**src/sv/id3tf_pkg.sv**
```systemverilog
// Shared types, codes and the UTF-8 encoder for the ID3 text frame converter.
`timescale 1ns / 1ps
package id3tf_pkg;

   // Text encodings selected by the first byte of a frame
   typedef enum logic [1:0] {
      MODE_LATIN1  = 2'd0,
      MODE_UTF16   = 2'd1,
      MODE_UTF16BE = 2'd2,
      MODE_UTF8    = 2'd3
   } mode_type;

   localparam int MAX_BYTES = 6;
   localparam int CNT_W     = 3;

   // One queued request: the UTF-8 bytes it produced and its frame flag
   typedef struct packed {
      logic [MAX_BYTES-1:0][7:0] bytes;
      logic [CNT_W-1:0]          count;
      logic                      last;
   } entry_type;

   // Encoded form of one code point
   typedef struct packed {
      logic [3:0][7:0] b;
      logic [2:0]      len;
   } enc_type;

   function automatic enc_type encode(input logic [20:0] cp);
      enc_type e;
      e.b = '0;
      if (cp < 21'h80) begin
         e.b[0] = cp[7:0];
         e.len  = 3'd1;
      end else if (cp < 21'h800) begin
         e.b[0] = {3'b110, cp[10:6]};
         e.b[1] = {2'b10, cp[5:0]};
         e.len  = 3'd2;
      end else if (cp < 21'h10000) begin
         e.b[0] = {4'b1110, cp[15:12]};
         e.b[1] = {2'b10, cp[11:6]};
         e.b[2] = {2'b10, cp[5:0]};
         e.len  = 3'd3;
      end else begin
         e.b[0] = {5'b11110, cp[20:18]};
         e.b[1] = {2'b10, cp[17:12]};
         e.b[2] = {2'b10, cp[11:6]};
         e.b[3] = {2'b10, cp[5:0]};
         e.len  = 3'd4;
      end
      return e;
   endfunction

endpackage

```
**src/sv/id3tf_front.sv**
```systemverilog
// Front end: tracks frame decode state and turns each request into a byte group.
`timescale 1ns / 1ps
module id3tf_front (
   input  logic                 clock,
   input  logic                 reset,
   input  logic                 req_valid,
   output logic                 req_ready,
   input  logic [7:0]           req_data_byte,
   input  logic                 req_frame_last,
   input  logic                 q_ready,
   output logic                 q_push,
   output id3tf_pkg::entry_type q_entry
);

   logic                   expect_ff, expect_in;
   id3tf_pkg::mode_type    mode_ff, mode_in;
   logic                   be_ff, be_in;
   logic                   first_ff, first_in;
   logic                   half_v_ff, half_v_in;
   logic [7:0]             half_b_ff, half_b_in;
   logic                   held_v_ff, held_v_in;
   logic [9:0]             held_ff, held_in;
   logic                   term_ff, term_in;

   logic                   accept;
   logic [15:0]            unit;
   logic                   bom;
   logic                   a_v, s_v, s_raw;
   logic [20:0]            a_cp;
   logic [15:0]            s_cp;
   logic [20:0]            slot0;
   logic                   v0, v1, raw0;
   id3tf_pkg::enc_type     e0, e1;
   logic [2:0]             len0, len1;
   logic [2:0]             j;

   assign req_ready = q_ready;
   assign accept    = req_valid && req_ready;
   assign unit      = be_ff ? {half_b_ff, req_data_byte} : {req_data_byte, half_b_ff};

   // Decode the byte against the current frame state
   always_comb begin
      expect_in = expect_ff;
      mode_in   = mode_ff;
      be_in     = be_ff;
      first_in  = first_ff;
      half_v_in = half_v_ff;
      half_b_in = half_b_ff;
      held_v_in = held_v_ff;
      held_in   = held_ff;
      term_in   = term_ff;
      bom       = 1'b0;
      a_v       = 1'b0;
      a_cp      = '0;
      s_v       = 1'b0;
      s_cp      = '0;
      s_raw     = 1'b0;
      if (expect_ff) begin
         expect_in = 1'b0;
         mode_in   = (req_data_byte <= 8'd2) ? id3tf_pkg::mode_type'(req_data_byte[1:0])
                                             : id3tf_pkg::MODE_UTF8;
         be_in     = (mode_in == id3tf_pkg::MODE_UTF16BE);
         first_in  = 1'b1;
         half_v_in = 1'b0;
         half_b_in = '0;
         held_v_in = 1'b0;
         held_in   = '0;
         term_in   = 1'b0;
      end else if (!term_ff) begin
         case (mode_ff)
            id3tf_pkg::MODE_LATIN1, id3tf_pkg::MODE_UTF8: begin
               if (req_data_byte == 8'd0) begin
                  term_in = 1'b1;
               end else begin
                  s_v   = 1'b1;
                  s_cp  = {8'd0, req_data_byte};
                  s_raw = (mode_ff == id3tf_pkg::MODE_UTF8);
               end
            end
            default: begin
               if (!half_v_ff) begin
                  half_v_in = 1'b1;
                  half_b_in = req_data_byte;
               end else begin
                  half_v_in = 1'b0;
                  if (first_ff) begin
                     first_in = 1'b0;
                     if (mode_ff == id3tf_pkg::MODE_UTF16) begin
                        if (half_b_ff == 8'hFE && req_data_byte == 8'hFF) begin
                           be_in = 1'b1;
                           bom   = 1'b1;
                        end else if (half_b_ff == 8'hFF && req_data_byte == 8'hFE) begin
                           be_in = 1'b0;
                           bom   = 1'b1;
                        end
                     end
                  end
                  if (!bom) begin
                     if (held_v_ff && (unit inside {[16'hDC00:16'hDFFF]})) begin
                        // combine the surrogate pair
                        a_v       = 1'b1;
                        a_cp      = 21'h10000 + {1'b0, held_ff, unit[9:0]};
                        held_v_in = 1'b0;
                     end else begin
                        // flush a lone high surrogate, then take the unit itself
                        if (held_v_ff) begin
                           a_v       = 1'b1;
                           a_cp      = {5'd0, 6'b110110, held_ff};
                           held_v_in = 1'b0;
                        end
                        if (unit == 16'd0) begin
                           term_in = 1'b1;
                        end else if (unit inside {[16'hD800:16'hDBFF]}) begin
                           held_v_in = 1'b1;
                           held_in   = unit[9:0];
                        end else begin
                           s_v  = 1'b1;
                           s_cp = unit;
                        end
                     end
                  end
               end
            end
         endcase
      end
      // At frame end flush a held surrogate and return to selector state
      if (req_frame_last) begin
         if (!term_in && held_v_in) begin
            s_v   = 1'b1;
            s_cp  = {6'b110110, held_in};
            s_raw = 1'b0;
         end
         expect_in = 1'b1;
         mode_in   = id3tf_pkg::MODE_LATIN1;
         be_in     = 1'b0;
         first_in  = 1'b1;
         half_v_in = 1'b0;
         half_b_in = '0;
         held_v_in = 1'b0;
         held_in   = '0;
         term_in   = 1'b0;
      end
   end

   // Encode up to two code points and pack their bytes
   always_comb begin
      slot0 = a_v ? a_cp : {5'd0, s_cp};
      raw0  = !a_v && s_raw;
      v0    = a_v || s_v;
      v1    = a_v && s_v;
      e0    = id3tf_pkg::encode(slot0);
      if (raw0) begin
         e0.b   = {24'd0, s_cp[7:0]};
         e0.len = 3'd1;
      end
      e1   = id3tf_pkg::encode({5'd0, s_cp});
      len0 = v0 ? e0.len : 3'd0;
      len1 = v1 ? e1.len : 3'd0;
      q_entry.count = len0 + len1;
      q_entry.last  = req_frame_last;
      for (int i = 0; i < id3tf_pkg::MAX_BYTES; i++) begin
         j = 3'(i) - len0;
         if (3'(i) < len0) begin
            q_entry.bytes[i] = e0.b[i[1:0]];
         end else if (j < 3'd4) begin
            q_entry.bytes[i] = e1.b[j[1:0]];
         end else begin
            q_entry.bytes[i] = 8'd0;
         end
      end
   end

   assign q_push = accept && (q_entry.count != 3'd0 || req_frame_last);

   // Hold decode state, advance on each accepted request
   always_ff @(posedge clock) begin
      if (reset) begin
         expect_ff <= 1'b1;
         mode_ff   <= id3tf_pkg::MODE_LATIN1;
         be_ff     <= 1'b0;
         first_ff  <= 1'b1;
         half_v_ff <= 1'b0;
         held_v_ff <= 1'b0;
         term_ff   <= 1'b0;
      end else if (accept) begin
         expect_ff <= expect_in;
         mode_ff   <= mode_in;
         be_ff     <= be_in;
         first_ff  <= first_in;
         half_v_ff <= half_v_in;
         held_v_ff <= held_v_in;
         term_ff   <= term_in;
      end
   end

   always_ff @(posedge clock) begin
      if (accept) begin
         half_b_ff <= half_b_in;
         held_ff   <= held_in;
      end
   end

endmodule

```
**src/sv/id3tf_fifo.sv**
```systemverilog
// Short request queue between the decode front end and the byte serializer.
`timescale 1ns / 1ps
module id3tf_fifo #(
   parameter int DEPTH = 2
) (
   input  logic                 clock,
   input  logic                 reset,
   input  logic                 push,
   input  id3tf_pkg::entry_type push_entry,
   output logic                 push_ready,
   input  logic                 pop,
   output logic                 head_valid,
   output id3tf_pkg::entry_type head_entry
);

   localparam int PTR_W = (DEPTH > 1) ? $clog2(DEPTH) : 1;
   localparam int CNT_W = $clog2(DEPTH + 1);

   id3tf_pkg::entry_type   mem_ff [DEPTH];
   logic [PTR_W-1:0]       wr_ff, rd_ff;
   logic [CNT_W-1:0]       cnt_ff;
   logic                   do_push, do_pop;

   assign push_ready = (cnt_ff != CNT_W'(DEPTH));
   assign head_valid = (cnt_ff != '0);
   assign head_entry = mem_ff[rd_ff];
   assign do_push    = push && push_ready;
   assign do_pop     = pop && head_valid;

   // Advance pointers and the fill count
   always_ff @(posedge clock) begin
      if (reset) begin
         wr_ff  <= '0;
         rd_ff  <= '0;
         cnt_ff <= '0;
      end else begin
         if (do_push) begin
            wr_ff <= (wr_ff == PTR_W'(DEPTH - 1)) ? '0 : wr_ff + 1'b1;
         end
         if (do_pop) begin
            rd_ff <= (rd_ff == PTR_W'(DEPTH - 1)) ? '0 : rd_ff + 1'b1;
         end
         cnt_ff <= cnt_ff + CNT_W'(do_push) - CNT_W'(do_pop);
      end
   end

   always_ff @(posedge clock) begin
      if (do_push) begin
         mem_ff[wr_ff] <= push_entry;
      end
   end

endmodule

```
**src/sv/id3tf_back.sv**
```systemverilog
// Back end: serializes queued byte groups onto the response channel.
`timescale 1ns / 1ps
module id3tf_back (
   input  logic                 clock,
   input  logic                 reset,
   input  logic                 head_valid,
   input  id3tf_pkg::entry_type head_entry,
   output logic                 pop,
   output logic                 rsp_valid,
   input  logic                 rsp_ready,
   output logic [7:0]           rsp_out_byte,
   output logic                 rsp_out_valid,
   output logic                 rsp_run_last,
   output logic                 rsp_frame_end
);

   logic [2:0]  idx_ff;
   logic        valid_ff;
   logic [7:0]  byte_ff;
   logic        ovalid_ff, run_last_ff, frame_end_ff;
   logic        load, fin, empty;

   assign load  = head_valid && (!valid_ff || rsp_ready);
   assign empty = (head_entry.count == 3'd0);
   assign fin   = empty || (idx_ff == head_entry.count - 3'd1);
   assign pop   = load && fin;

   assign rsp_valid     = valid_ff;
   assign rsp_out_byte  = byte_ff;
   assign rsp_out_valid = ovalid_ff;
   assign rsp_run_last  = run_last_ff;
   assign rsp_frame_end = frame_end_ff;

   // Step through the head group one byte per response
   always_ff @(posedge clock) begin
      if (reset) begin
         idx_ff   <= '0;
         valid_ff <= 1'b0;
      end else if (load) begin
         valid_ff <= 1'b1;
         idx_ff   <= fin ? 3'd0 : idx_ff + 3'd1;
      end else if (rsp_ready) begin
         valid_ff <= 1'b0;
      end
   end

   always_ff @(posedge clock) begin
      if (load) begin
         byte_ff      <= empty ? 8'd0 : head_entry.bytes[idx_ff];
         ovalid_ff    <= !empty;
         run_last_ff  <= fin;
         frame_end_ff <= fin && head_entry.last;
      end
   end

   a_idx_range: assert property (@(posedge clock) disable iff (reset)
      head_valid && !empty |-> idx_ff < head_entry.count)
      else $error("byte index past end of group");

   a_idx_idle: assert property (@(posedge clock) disable iff (reset)
      !head_valid |-> idx_ff == 3'd0)
      else $error("byte index left mid-group with queue empty");

   a_empty_result: assert property (@(posedge clock) disable iff (reset)
      valid_ff && !ovalid_ff |-> run_last_ff && frame_end_ff)
      else $error("empty response not marked as frame end");

   a_frame_end: assert property (@(posedge clock) disable iff (reset)
      valid_ff && frame_end_ff |-> run_last_ff)
      else $error("frame end without run end");

endmodule

```
**src/sv/id3_text_frame_to_utf8.sv**
```systemverilog
// Top level of the ID3 text frame to UTF-8 converter.
//
//   channel | direction | ports                                     | handshake
//   req     | in        | req_data_byte, req_frame_last             | req_valid / req_ready
//   rsp     | out       | rsp_out_byte, rsp_out_valid, rsp_run_last, | rsp_valid / rsp_ready
//           |           | rsp_frame_end                              |
//
// A request is accepted in any cycle the queue has a free slot; decode is done in
// the same cycle. The serializer sends one response byte per cycle while rsp_ready
// is high: a request gives one response per byte produced (at most six), a frame's
// last byte with no bytes gives one, and any other request without bytes gives none.
// The response is registered; a stalled rsp_ready backs up the queue and then req.
// Reset is synchronous; after it the block expects a selector byte.
`timescale 1ns / 1ps
module id3_text_frame_to_utf8 #(
   parameter int QUEUE_DEPTH = 2
) (
   input  logic       clock,
   input  logic       reset,
   input  logic       req_valid,
   output logic       req_ready,
   input  logic [7:0] req_data_byte,
   input  logic       req_frame_last,
   output logic       rsp_valid,
   input  logic       rsp_ready,
   output logic [7:0] rsp_out_byte,
   output logic       rsp_out_valid,
   output logic       rsp_run_last,
   output logic       rsp_frame_end
);

   logic                 q_push, q_ready, q_pop, q_head_valid;
   id3tf_pkg::entry_type q_entry, q_head;

   id3tf_front u_front (
      .clock          (clock),
      .reset          (reset),
      .req_valid      (req_valid),
      .req_ready      (req_ready),
      .req_data_byte  (req_data_byte),
      .req_frame_last (req_frame_last),
      .q_ready        (q_ready),
      .q_push         (q_push),
      .q_entry        (q_entry)
   );

   id3tf_fifo #(
      .DEPTH (QUEUE_DEPTH)
   ) u_fifo (
      .clock      (clock),
      .reset      (reset),
      .push       (q_push),
      .push_entry (q_entry),
      .push_ready (q_ready),
      .pop        (q_pop),
      .head_valid (q_head_valid),
      .head_entry (q_head)
   );

   id3tf_back u_back (
      .clock         (clock),
      .reset         (reset),
      .head_valid    (q_head_valid),
      .head_entry    (q_head),
      .pop           (q_pop),
      .rsp_valid     (rsp_valid),
      .rsp_ready     (rsp_ready),
      .rsp_out_byte  (rsp_out_byte),
      .rsp_out_valid (rsp_out_valid),
      .rsp_run_last  (rsp_run_last),
      .rsp_frame_end (rsp_frame_end)
   );

endmodule
```
**config.mk**
```make
export PLATFORM = sky130hd
export DESIGN_NAME = id3_text_frame_to_utf8
export DESIGN_NICKNAME = d
export VERILOG_FILES = /design/src/sv/id3tf_pkg.sv /design/src/sv/id3tf_front.sv /design/src/sv/id3tf_fifo.sv /design/src/sv/id3tf_back.sv /design/src/sv/id3_text_frame_to_utf8.sv
export SDC_FILE = /design/constraint.sdc
export NUM_CORES = 1
export LEC_CHECK = 0
export BUFFER_PORTS_ARGS = -buffer_cell sky130_fd_sc_hd__buf_2
export CELL_PAD_IN_SITES_DETAIL_PLACEMENT = 2
export CELL_PAD_IN_SITES_GLOBAL_PLACEMENT = 2
export CORE_MARGIN = 5
export CORE_UTILIZATION = 46
export CTS_CLUSTER_SIZE = 20
export DETAILED_ROUTE_END_ITERATION = 16
export PLACE_DENSITY = 0.87
export SETUP_SLACK_MARGIN = 0.02
export SLEW_MARGIN = 10
export SYNTH_ARGS = -nofsm -noshare
export SYNTH_HDL_FRONTEND = slang
export SYNTH_SLANG_ARGS = --single-unit
```
**constraint.sdc**
```tcl
create_clock -name clock -period 19.25 [get_ports clock]
set_clock_uncertainty 0.15 [all_clocks]
set_input_delay 1.925 -clock clock [delete_from_list [all_inputs] [get_ports clock]]
set_output_delay 1.925 -clock clock [all_outputs]
set_load 0.05 [all_outputs]
```
==> results.yml <==
status:
  outcome: "complete, no violations"
place:
  portBuffers: 25
  dp_hpwl_um: 28800
  gp_congestion: 0.950
sta:
  hold_viol: 0
  tightestPinTransition_ns: 1.04
  max_slew_margin_pct: 30.1
  finalSetupViolCount: 0
  period_minus_slack_ns: 8.26
  fmax_mhz: 121
  fin_setup_tns_ns: 0
  fin_crit_sh_pct: 42.9
  maxSlewViolCount: 0
  rsz0062_at_grt: "false"
pwr:
  power_mw: 1.22
  peakVddDrop_mv: 0.0561
  p_leak_nw: 3.43
  powerDensity_mw_per_mm2: 122
synth:
  syn_nets: 880
  netlist_instances: 851
  async_reset_ff_share_pct: 0
  synth.avg_cell_area_um2: 10.7
  yosysSeqAreaShare_pct: 47.5
  ys_ff_latch: 150
  synth_edf_count: 133
  syn_area_mm2: 0.00913
  yosysUniqueCellTypes: 79
  yosys_most_used_dff: "edfxtp_1"
  yosysWarningCount: 0
routing:
  drtIter0Drc: 917
  ant_nets: 0
  drcViolationCount: 0
  vias_per_cell: 7.16
  drt-total-wl_um: 41300
  drt-wirelength-per-cell_um: 36.4
  dr.pass1.iters: 5
  vias: 8121
floorplanning:
  floorplan.rows: 51
  pin_count: 26
  dieArea_mm2: 0.0228
  die_w_um: 151
  initial_utilization_pct: 46.7
  die_h_um: 151
  core_area_mm2: 0.0195
clock_tree:
  cts.path.max_buffers: 2
  insertion_delay_ns: 0.45
  cts.clk_slew.worst_paths_ns: 0.08
  cts_made_buffers: 17
  cts_tree: "done"
  root_buffer: "clkbuf_16"
  cts_setup_buffers: 0
  clock_sinks: 150
  cts_max_level: 4
  hold_buffers: 0
  cts_resized: 0
critical_path:
  r2r_cells: 17
  cp-end-kind: "register"
  crit_required_ns: 19.20
  startpoint_type: "input port"
  cp_max_fo: 17
  path_class: "in2reg"
  crit_arrival_ns: 8.21
grt:
  grt_overflow_total: 0
  grt_pass1_vias: 8483
  grt_pass1_wl_um: 60400
  grt_max_degree: 53
  antenna_found_initial: 3
  grt_use_total_pct: 37.3
cells_and_area:
  area_delta_synth_final_pct: 10.1
  post-route-util_pct: 51.5
  drive_gt1_share_pct: 16.1
  final_nets: 884
  multi_input_comb_area_mm2: 0.00448
  fillers: 1939
  ff_latch_area_mm2: 0.00434
worst_hold_path:
  hold_class: "reg2reg"
  hold_depth: 1
run:
  maxCapViolations: 0
==> layer usage <==
layer  global-route usage, %  up-vias  routed length [um]  part of all wire (%)
met5                       0        -                  34                 0.082
met4                    19.7        4                2400                   5.8
met3                    8.62      157                3670                   8.9
met2                    62.7      571               20100                    49
met1                    44.4     4103               15100                    37
li1                        -     3286                   -                     -
==> per-stage QoR <==
step / instance area (um2) / setup WS, ns / hold WS, ns / cells
floorplan: 9130 / 9.97 / 0.305 / 851
global placement: 9440 / 11.24 / 0.323 / 1101
detailed placement: 9440 / 10.70 / 0.350 / 1101
CTS: 10000 / 10.93 / 0.389 / 1133
global route: 10000 / 10.83 / 0.402 / 1133
finish: 10000 / 10.99 / 0.389 / 1134
==> final cells by class <==
cell class | instances | area share (%)
antenna | 1 | 0.0249
clock buffer | 17 | 4.23
clock inverter | 15 | 1.78
inverter | 23 | 0.884
multi-input combinational | 627 | 44.6
sequential | 150 | 43.2
tap | 265 | 3.30
timing repair buffer | 36 | 2.07
==> final timing paths <==
check                      from             endpoint  slack (ns)
min            u_front.first_ff     u_front.first_ff        0.39
max reg2reg  u_front.mode_ff[1]  u_fifo.mem_ff[0][7]       11.24
min reg2reg    u_front.first_ff     u_front.first_ff        0.39
max            req_data_byte[7]  u_fifo.mem_ff[0][7]       10.99
==> report_power, final <==
part | total, mW | internal (mW) | leakage (nW) | switching, mW
Combinational | 0.391 | 0.124 | 1.73 | 0.267
Clock | 0.354 | 0.176 | 0.287 | 0.178
Sequential | 0.477 | 0.423 | 1.42 | 0.0546
==> kinds of logic after synthesis <==
kind of cell	after synthesis	share of synthesized area, %
mux	88	13.3
compound gates	219	16.7
flops	150	47.5
simple gates	290	15.4
buf+inv	74	3.55
xor+xnor	14	1.34
fa+ha+maj	16	2.28
==> cell usage after synthesis, drive strengths merged (7+ instances only) <==
master	count	area, um2
a211oi	9	72.6
a21o	7	52.6
a21oi	55	275
and2	14	87.6
buf	16	104
clkbuf	35	131
dfxtp	17	340
edfxtp	133	3990
ha	15	188
inv	20	77.6
mux2	20	229
mux2i	44	444
mux4	24	541
nand2	69	259
nand2b	11	68.8
nand3	17	90.1
nand4	9	56.3
nor2	105	399
nor3	20	121
nor4	9	56.3
o211ai	12	90.1
o21a	7	52.6
o21ai	44	228
o221ai	8	70.1
o22ai	14	87.6
or3	10	62.6
xnor2	9	78.8
==> flip-flops by register name, summed over array words and instances (netlist names), 2 cells and up, named ones only <==
signal,count
u_back.rsp_out_byte,8
u_fifo.cnt_ff,2
u_back.idx_ff,3
u_front.mode_ff,2
u_fifo.mem_ff,104
u_front.half_b_ff,8
u_front.held_ff,10
==> cell usage in the layout (no fill, tap or decap), drive strengths merged, types with 4 or more instances in the layout <==
master    n
a211o     5
a211oi    9
a21o      7
a21oi    55
a221o     5
a31oi     6
and2     14
buf      36
clkbuf   17
clkinv   10
dfxtp    17
edfxtp  133
ha       15
inv      26
mux2     20
mux2i    44
mux4     24
nand2    69
nand2b   11
nand3    17
nand4     9
nor2    105
nor2b     5
nor3     20
nor4      9
nor4b     5
o211ai   12
o21a      7
o21ai    44
o221ai    8
o22ai    14
o31ai     5
o32a      5
o41ai     4
or2       5
or3      10
xnor2     9
xor2      5
==> worst max-delay path, stage by stage <==
cell	delay, ns
buf_2	0.15
nor4_1	0.33
nand2_1	0.25
nor4b_2	0.62
a211oi_1	0.22
nand2_1	0.59
a211oi_2	0.21
o211a_1	0.45
nor3_2	0.86
clkinv_1	0.71
ha_1	0.45
xnor2_1	0.22
nor2_1	0.50
nand4_1	0.25
o21ai_0	0.46
Power figures use the tool's default switching activity.
